`src/sv/dfsc_pkg.sv`:
```
// ----------------------------------------------------------------------------
// dfsc_pkg
// Shared types and constants for the dual fan step-curve controller.
// ----------------------------------------------------------------------------
package dfsc_pkg;

    localparam int CURVE_POINTS_DEF = 8;
    localparam int REG_ADDR_W       = 6;
    localparam int CFG_DATA_W       = 64;

    localparam logic [7:0] HANDS_OFF  = 8'hFF;
    localparam logic [7:0] FAN_MAX    = 8'd100;
    localparam logic [7:0] HYST_RESET = 8'd5;

    typedef enum logic [2:0] {
        REG_HYST      = 3'd0,
        REG_CPU_COUNT = 3'd1,
        REG_GPU_COUNT = 3'd2,
        REG_CPU_LOW   = 3'd3,
        REG_CPU_HIGH  = 3'd4,
        REG_GPU_LOW   = 3'd5,
        REG_GPU_HIGH  = 3'd6
    } reg_idx_t;

    typedef struct packed {
        logic [7:0] target;
        logic [7:0] set_temp;
    } chan_res_t;

endpackage

```
`src/sv/dfsc_chan.sv`:
```
// ----------------------------------------------------------------------------
// dfsc_chan
// One channel: step-curve lookup followed by downward hysteresis.
// ----------------------------------------------------------------------------
module dfsc_chan #(
    parameter int POINTS = dfsc_pkg::CURVE_POINTS_DEF
) (
    input  logic                   sample_ok,
    input  logic [7:0]             temp,
    input  logic [16*POINTS-1:0]   curve,
    input  logic [3:0]             count,
    input  logic [7:0]             hyst_deg,
    input  logic [7:0]             fan_now,
    input  logic [7:0]             set_temp,
    output dfsc_pkg::chan_res_t    res
);
    import dfsc_pkg::*;

    localparam int IW = (POINTS > 1) ? $clog2(POINTS) : 1;

    logic [3:0]    n;
    logic [IW-1:0] last;
    logic [IW-1:0] sel;
    logic [7:0]    fan_byte;
    logic [7:0]    raw;
    logic          active;
    logic [8:0]    thresh;

    assign n    = (count > 4'(POINTS)) ? 4'(POINTS) : count;
    assign last = IW'(n - 4'd1);

    always_comb
    begin
        sel = last;
        for (int i = POINTS - 2; i >= 0; i--)
        begin
            if ((IW'(i) < last) && (temp >= curve[16*i +: 8]) &&
                (temp < curve[16*(i+1) +: 8]))
            begin
                sel = IW'(i);
            end
        end
        if (temp >= curve[16*last +: 8])
        begin
            sel = last;
        end
        if (temp < curve[7:0])
        begin
            sel = '0;
        end
    end

    assign fan_byte = curve[16*sel + 8 +: 8];
    assign raw = (fan_byte == HANDS_OFF) ? HANDS_OFF :
                 (fan_byte > FAN_MAX)    ? FAN_MAX   : fan_byte;

    assign active = sample_ok && (temp != 8'd0) && (n != 4'd0);
    assign thresh = {1'b0, temp} + {1'b0, hyst_deg};

    always_comb
    begin
        res.target   = fan_now;
        res.set_temp = set_temp;
        if (active)
        begin
            if (raw == HANDS_OFF)
            begin
                res.target   = HANDS_OFF;
                res.set_temp = 8'd0;
            end
            else if ((fan_now == HANDS_OFF) || ($signed(raw) > $signed(fan_now)))
            begin
                res.target   = raw;
                res.set_temp = temp;
            end
            else if (($signed(raw) < $signed(fan_now)) && (thresh <= {1'b0, set_temp}))
            begin
                res.target   = raw;
                res.set_temp = temp;
            end
        end
    end

endmodule

```
`src/sv/dual_fan_step_curve_hysteresis.sv`:
```
// ----------------------------------------------------------------------------
// dual_fan_step_curve_hysteresis
// CPU/GPU step-curve fan controller with downward hysteresis.
//
//   channel   dir   handshake              payload
//   s_*       in    s_tvalid / s_tready    temperature samples, one pair
//   m_*       out   m_tvalid / m_tready    fan speeds, only on change
//   APB       in    psel/penable/pready    curves, counts, hysteresis
//
// One request per cycle: sample register, one pass of lookup and hysteresis,
// result register. Fan state is updated as a request leaves the sample
// register, so back-to-back requests see each other's state. A stalled
// result holds the sample register only when that sample would emit.
// Reset clears fan state and loads register defaults; no clearing pass.
// ----------------------------------------------------------------------------
module dual_fan_step_curve_hysteresis #(
    parameter int CURVE_POINTS = dfsc_pkg::CURVE_POINTS_DEF
) (
    input  logic                            clk,
    input  logic                            rst_n,
    input  logic                            s_tvalid,
    output logic                            s_tready,
    // [0] cpu_sample_ok, [8:1] cpu_degrees, [9] gpu_sample_ok, [17:10] gpu_degrees
    input  logic [23:0]                     s_tdata,
    output logic                            m_tvalid,
    input  logic                            m_tready,
    // [7:0] cpu_fan_speed, [15:8] gpu_fan_speed
    output logic [15:0]                     m_tdata,
    input  logic                            psel,
    input  logic                            penable,
    input  logic                            pwrite,
    input  logic [dfsc_pkg::REG_ADDR_W-1:0] paddr,
    input  logic [dfsc_pkg::CFG_DATA_W-1:0] pwdata,
    output logic [dfsc_pkg::CFG_DATA_W-1:0] prdata,
    output logic                            pready
);
    import dfsc_pkg::*;

    localparam int CW = 16 * CURVE_POINTS;

    logic [7:0]  hyst_reg;
    logic [3:0]  cpu_cnt_reg;
    logic [3:0]  gpu_cnt_reg;
    logic [63:0] cpu_lo_reg;
    logic [63:0] cpu_hi_reg;
    logic [63:0] gpu_lo_reg;
    logic [63:0] gpu_hi_reg;

    logic        in_vld_reg;
    logic [17:0] in_data_reg;
    logic        out_vld_reg;
    logic [15:0] out_data_reg;

    logic [7:0]  cpu_fan_reg;
    logic [7:0]  gpu_fan_reg;
    logic [7:0]  cpu_set_reg;
    logic [7:0]  gpu_set_reg;

    logic [7:0]  cpu_fan_next;
    logic [7:0]  gpu_fan_next;

    chan_res_t   cpu_res;
    chan_res_t   gpu_res;
    logic [127:0] cpu_curve_all;
    logic [127:0] gpu_curve_all;

    logic        emit;
    logic        advance;
    logic        wr_en;
    reg_idx_t    widx;

    assign pready = 1'b1;
    assign wr_en  = psel && penable && pwrite && pready;
    assign widx   = reg_idx_t'(paddr[5:3]);

    always_ff @(posedge clk or negedge rst_n)
    begin
        if (!rst_n)
        begin
            hyst_reg    <= HYST_RESET;
            cpu_cnt_reg <= '0;
            gpu_cnt_reg <= '0;
            cpu_lo_reg  <= '0;
            cpu_hi_reg  <= '0;
            gpu_lo_reg  <= '0;
            gpu_hi_reg  <= '0;
        end
        else if (wr_en)
        begin
            case (widx)
                REG_HYST:      hyst_reg    <= pwdata[7:0];
                REG_CPU_COUNT: cpu_cnt_reg <= pwdata[3:0];
                REG_GPU_COUNT: gpu_cnt_reg <= pwdata[3:0];
                REG_CPU_LOW:   cpu_lo_reg  <= pwdata;
                REG_CPU_HIGH:  cpu_hi_reg  <= pwdata;
                REG_GPU_LOW:   gpu_lo_reg  <= pwdata;
                REG_GPU_HIGH:  gpu_hi_reg  <= pwdata;
                default: ;
            endcase
        end
    end

    always_comb
    begin
        case (widx)
            REG_HYST:      prdata = {56'd0, hyst_reg};
            REG_CPU_COUNT: prdata = {60'd0, cpu_cnt_reg};
            REG_GPU_COUNT: prdata = {60'd0, gpu_cnt_reg};
            REG_CPU_LOW:   prdata = cpu_lo_reg;
            REG_CPU_HIGH:  prdata = cpu_hi_reg;
            REG_GPU_LOW:   prdata = gpu_lo_reg;
            REG_GPU_HIGH:  prdata = gpu_hi_reg;
            default:       prdata = '0;
        endcase
    end

    assign cpu_curve_all = {cpu_hi_reg, cpu_lo_reg};
    assign gpu_curve_all = {gpu_hi_reg, gpu_lo_reg};

    dfsc_chan #(.POINTS(CURVE_POINTS)) u_cpu (
        .sample_ok (in_data_reg[0]),
        .temp      (in_data_reg[8:1]),
        .curve     (cpu_curve_all[CW-1:0]),
        .count     (cpu_cnt_reg),
        .hyst_deg  (hyst_reg),
        .fan_now   (cpu_fan_reg),
        .set_temp  (cpu_set_reg),
        .res       (cpu_res)
    );

    dfsc_chan #(.POINTS(CURVE_POINTS)) u_gpu (
        .sample_ok (in_data_reg[9]),
        .temp      (in_data_reg[17:10]),
        .curve     (gpu_curve_all[CW-1:0]),
        .count     (gpu_cnt_reg),
        .hyst_deg  (hyst_reg),
        .fan_now   (gpu_fan_reg),
        .set_temp  (gpu_set_reg),
        .res       (gpu_res)
    );

    assign emit = (cpu_res.target != cpu_fan_reg) || (gpu_res.target != gpu_fan_reg);

    always_comb
    begin
        cpu_fan_next = cpu_res.target;
        gpu_fan_next = gpu_res.target;
        if (emit && ((cpu_res.target == HANDS_OFF) || (gpu_res.target == HANDS_OFF)))
        begin
            cpu_fan_next = HANDS_OFF;
            gpu_fan_next = HANDS_OFF;
        end
    end

    assign advance  = in_vld_reg && (!emit || !out_vld_reg || m_tready);
    assign s_tready = !in_vld_reg || advance;
    assign m_tvalid = out_vld_reg;
    assign m_tdata  = out_data_reg;

    always_ff @(posedge clk or negedge rst_n)
    begin
        if (!rst_n)
        begin
            in_vld_reg  <= 1'b0;
            out_vld_reg <= 1'b0;
            cpu_fan_reg <= '0;
            gpu_fan_reg <= '0;
            cpu_set_reg <= '0;
            gpu_set_reg <= '0;
        end
        else
        begin
            if (s_tready)
            begin
                in_vld_reg <= s_tvalid;
            end
            if (advance)
            begin
                cpu_fan_reg <= cpu_fan_next;
                gpu_fan_reg <= gpu_fan_next;
                cpu_set_reg <= cpu_res.set_temp;
                gpu_set_reg <= gpu_res.set_temp;
            end
            if (advance && emit)
            begin
                out_vld_reg <= 1'b1;
            end
            else if (m_tready)
            begin
                out_vld_reg <= 1'b0;
            end
        end
    end

    always_ff @(posedge clk)
    begin
        if (s_tready && s_tvalid)
        begin
            in_data_reg <= s_tdata[17:0];
        end
        if (advance && emit)
        begin
            out_data_reg <= {gpu_fan_next, cpu_fan_next};
        end
    end

endmodule
```
`config.mk`:
```
export PLATFORM = sky130hd
export DESIGN_NAME = dual_fan_step_curve_hysteresis
export DESIGN_NICKNAME = d
export VERILOG_FILES = /design/src/sv/dfsc_pkg.sv /design/src/sv/dfsc_chan.sv /design/src/sv/dual_fan_step_curve_hysteresis.sv
export SDC_FILE = /design/constraint.sdc
export NUM_CORES = 1
export LEC_CHECK = 0
export ABC_AREA = 1
export BUFFER_PORTS_ARGS = -buffer_cell sky130_fd_sc_hd__buf_2
export CORE_UTILIZATION = 54
export DETAILED_ROUTE_END_ITERATION = 12
export PLACE_DENSITY_LB_ADDON = 0.3
export SLEW_MARGIN = 20
export SYNTH_ARGS = -nofsm -noshare
export SYNTH_HDL_FRONTEND = slang
export SYNTH_SLANG_ARGS = --single-unit
```
`constraint.sdc`:
```
create_clock -name clk -period 10.8 [get_ports clk]
set_clock_uncertainty 0.2 [all_clocks]
set_input_delay 1.08 -clock clk [delete_from_list [all_inputs] [get_ports clk]]
set_output_delay 1.08 -clock clk [all_outputs]
set_load 0.01 [all_outputs]
```
==> key figures <==
Outcome
  • Run status: complete, no violations

Critical path
  • Largest fanout on the critical path: 33
  • Register-to-Register Setup Slack: 1360 ps
  • Critical Path Slowest Stage Cell: sky130_fd_sc_hd__dfrtp_1
  • Crit path largest cell delay: approximately 430 ps
  • Number of cells on the worst reg-to-reg path: 48
  • Critical R2R Capture: in_data_reg[2]
  • Category of the worst setup path capture point: output pin
  • Most used cell, CP: sky130_fd_sc_hd__nand2_1
  • Arr. time, crit path: between 8000 and 9000 ps
  • Category of the worst setup path launch point: register
  • Required time of the worst setup path: ~9500 ps
  • Launching point of the worst reg2reg path: cpu_cnt_reg[0]
  • Classification of the worst setup path: register to output pin

Logic synthesis
  • Most area-hungry cell type in the Yosys netlist: sky130_fd_sc_hd__dfrtp_1
  • Per-instance average area after synthesis: ~7.5 um2
  • Gate count of the mapped netlist: 3045
  • Most frequently used flop master after synthesis: sky130_fd_sc_hd__dfrtp_1
  • Ys async rst share: approximately 90%
  • Number of synthesized flops with an enable pin: 34
  • Number of unique standard cell types used by synthesis: 55
  • Sequential share of the synthesized area: 38.1%
  • Post-synthesis instance area: 22800 um2
  • Library cell with the highest instance count after synthesis: sky130_fd_sc_hd__nand2_1
  • Most numerous cell types in the synthesized netlist: 762 x sky130_fd_sc_hd__nand2_1, 402 x sky130_fd_sc_hd__inv_1, 329 x sky130_fd_sc_hd__o21ai_0
  • Yosys reg bits: 340
  • Top-area cell type share of the netlist area: 33.4%
  • Count of warnings emitted by yosys: 0
  • Synthesized netlist net count: 3339
  • Dominant cells by area after synthesis: sky130_fd_sc_hd__dfrtp_1 33%, sky130_fd_sc_hd__nand2_1 13%, sky130_fd_sc_hd__ha_1 10%

Min path
  • Worst-case hold path end point: cpu_set_reg[3]
  • Hold Crit Start: cpu_set_reg[3]
  • Hold/Removal Path Class: register to register
  • Hold Path Stages: 2

Run
  • Max-capacitance violation count: 0

Final layout
  • Fillers: between 3k and 4k
  • Layout cell share with drive strength beyond 1: 11.0%
  • Number of nets in the layout: 3443
  • Growth of design area from synthesis to finish: 11.6%
  • Multi-input logic area: 12000 um2
  • Register Area: 8680 um2

Clock tree
  • Cells resized by post-CTS repair: 0
  • Clk_lat worst skew: 580 ps
  • Clock-pin slew on the worst setup and hold paths: around 60 ps
  • Buffer type at the clock tree root: sky130_fd_sc_hd__clkbuf_16
  • TritonCTS Sinks: 340
  • Clock tree from TritonCTS: done
  • Clock buffer count from CTS: 38
  • Number of setup buffers added after CTS: 0
  • Worst-case clock buffer depth: 3
  • Number of levels the H-tree was split into: 2
  • Hold bufs inserted after CTS: 0

Route
  • Total DRC errors in the routed layout: 0
  • Number of nets still failing antenna checks after routing: 0
  • First-iteration detailed-routing DRC count: 2559
  • Vias: ~23k
  • Vias per inst: slightly above 6
  • Total iterations of the first detailed-routing run: 8
  • DRT Wirelength: 80600 um
  • Detail-routed net length per standard cell: 21.7 um

Timing
  • Worst max-slew margin expressed relative to the limit: 28.7%
  • Final Hold Viols: 0
  • Final sum of negative setup slack: 0 ps
  • Final cycle utilization of the critical path: a little over nine tenths
  • Setup repair after global routing missed its margin: no
  • Number of setup violations in the final report: 0
  • Number of max-slew violations in the final report: 0
  • Slew @ Worst Pin: between 1000 and 1500 ps
  • Minimum period implied by the final worst setup slack: 10150 ps
  • Maximum frequency from static timing analysis: between 90 and 100 MHz

Pwr
  • Total power of the final layout: 6.97 mW
  • Leakage power of the design: 12.9 nW
  • Peak VDD IR: 0.000178 V
  • Power density over cell area: 274 nW/um2

GRT
  • Largest net degree at the start of global routing: 88
  • Total routing usage reported by global routing: 37.5%
  • Global Route met2 Usage: 56.7%
  • GRT overflow: 0
  • Most Used Layer, Global Route: met2
  • Initial antenna violation count: 3
  • First-pass GRT wire length: between 100000 and 150000 um
  • Number of global-route vias before repair: 21.5k
  • M1 GR Usage: approximately half
  • Fraction of met3 tracks used by global routing: under 10%

Floorplanning
  • Die area: 43000 um2
  • Die Ht: 207 um
  • Die outline width: between 200 and 250 um
  • Ports: around 180
  • Floorplan row count: 74
  • Floorplan core area: between 40000 and 50000 um2
  • Starting utilization of the core area: 55.3%

Placed design
  • Half-perimeter wire length after detailed placement: around 60000 um
  • Port-buffer cells: 173
  • Global placement routability congestion: 0.991
-- area by class of cell --
class | count | share of cell area, %
clock inverter | 23 | 1.34
clock buffer | 47 | 4.07
multi-input combinational | 2150 | 47.2
antenna | 3 | 0.0295
inverter | 418 | 6.20
tap | 532 | 2.62
timing repair buffer | 201 | 4.40
sequential | 340 | 34.2
-- critical path: cells and delay by family (launching register included) --
kind / cells / cell delay, ps
AND/OR/NAND/NOR: 27 / 4060
buffers and inverters: 7 / 1230
flip-flops: 1 / 430
adder cells (fa/ha/maj): 2 / 580
XOR/XNOR: 1 / 170
AO/OA/AOI/OAI: 10 / 1800
-- where the power goes --
| part | switching, mW | internal, mW |
|---|---|---|
| Sequential | 0.259 | 1.65 |
| Clock | 0.568 | 0.878 |
| Combinational | 2.52 | 1.10 |
-- cell families (layout without fill, tap and decap cells) --
kind of cell | count (synthesis) | count (layout) | synth area share [%]
other | 1 | 4 | 0.0165
AO/OA/AOI/OAI | 693 | 693 | 17.7
buffers and inverters | 555 | 689 | 9.59
adder cells (fa/ha/maj) | 193 | 193 | 10.7
multiplexers | 9 | 9 | 0.445
flip-flops | 340 | 340 | 38.1
AND/OR/NAND/NOR | 1240 | 1240 | 22.9
XOR/XNOR | 14 | 14 | 0.539
-- metrics by stage --
step	util [%]	hold WS [ps]	setup slack (ps)	area (um2)	instances
floorplan	-	242	2880	22800	3045
global placement	58.1	260	1020	23900	3639
detailed placement	58.1	258	938	23900	3639
CTS	61.5	274	287	25300	3709
global route	61.7	297	129	25400	3714
finish	61.7	271	654	25400	3714
-- placed cells by master (no fill, tap or decap), drive strengths merged, types with 9 or more instances in the layout --
| cell type | instances |
|---|---|
| a21oi | 173 |
| a221o | 56 |
| buf | 201 |
| clkbuf | 47 |
| clkinv | 13 |
| dfrtp | 304 |
| edfxtp | 34 |
| ha | 191 |
| inv | 416 |
| mux2 | 9 |
| nand2 | 780 |
| nand3 | 224 |
| nand4 | 27 |
| nor2 | 177 |
| nor3 | 14 |
| o211ai | 14 |
| o21ai | 338 |
| o22ai | 71 |
-- worst max path at each step --
stage	start	to	slack, ps	cells past startpoint
2_1_floorplan	gpu_cnt_reg[3]	s_tready	2880	47
3_3_place_gp	cpu_cnt_reg[0]	s_tready	1020	46
3_5_place_dp	cpu_cnt_reg[0]	s_tready	940	48
4_1_cts	cpu_cnt_reg[0]	s_tready	290	48
5_1_grt	gpu_cnt_reg[3]	s_tready	130	46
6_report	cpu_cnt_reg[0]	s_tready	650	47
-- routing by layer --
metal  wire, um  vias up
met4       3730        0
li1           -    10400
met2      35400     1314
met5          0        -
met3       8730      231
met1      32800    10800
(Power assumes the default switching activity.)
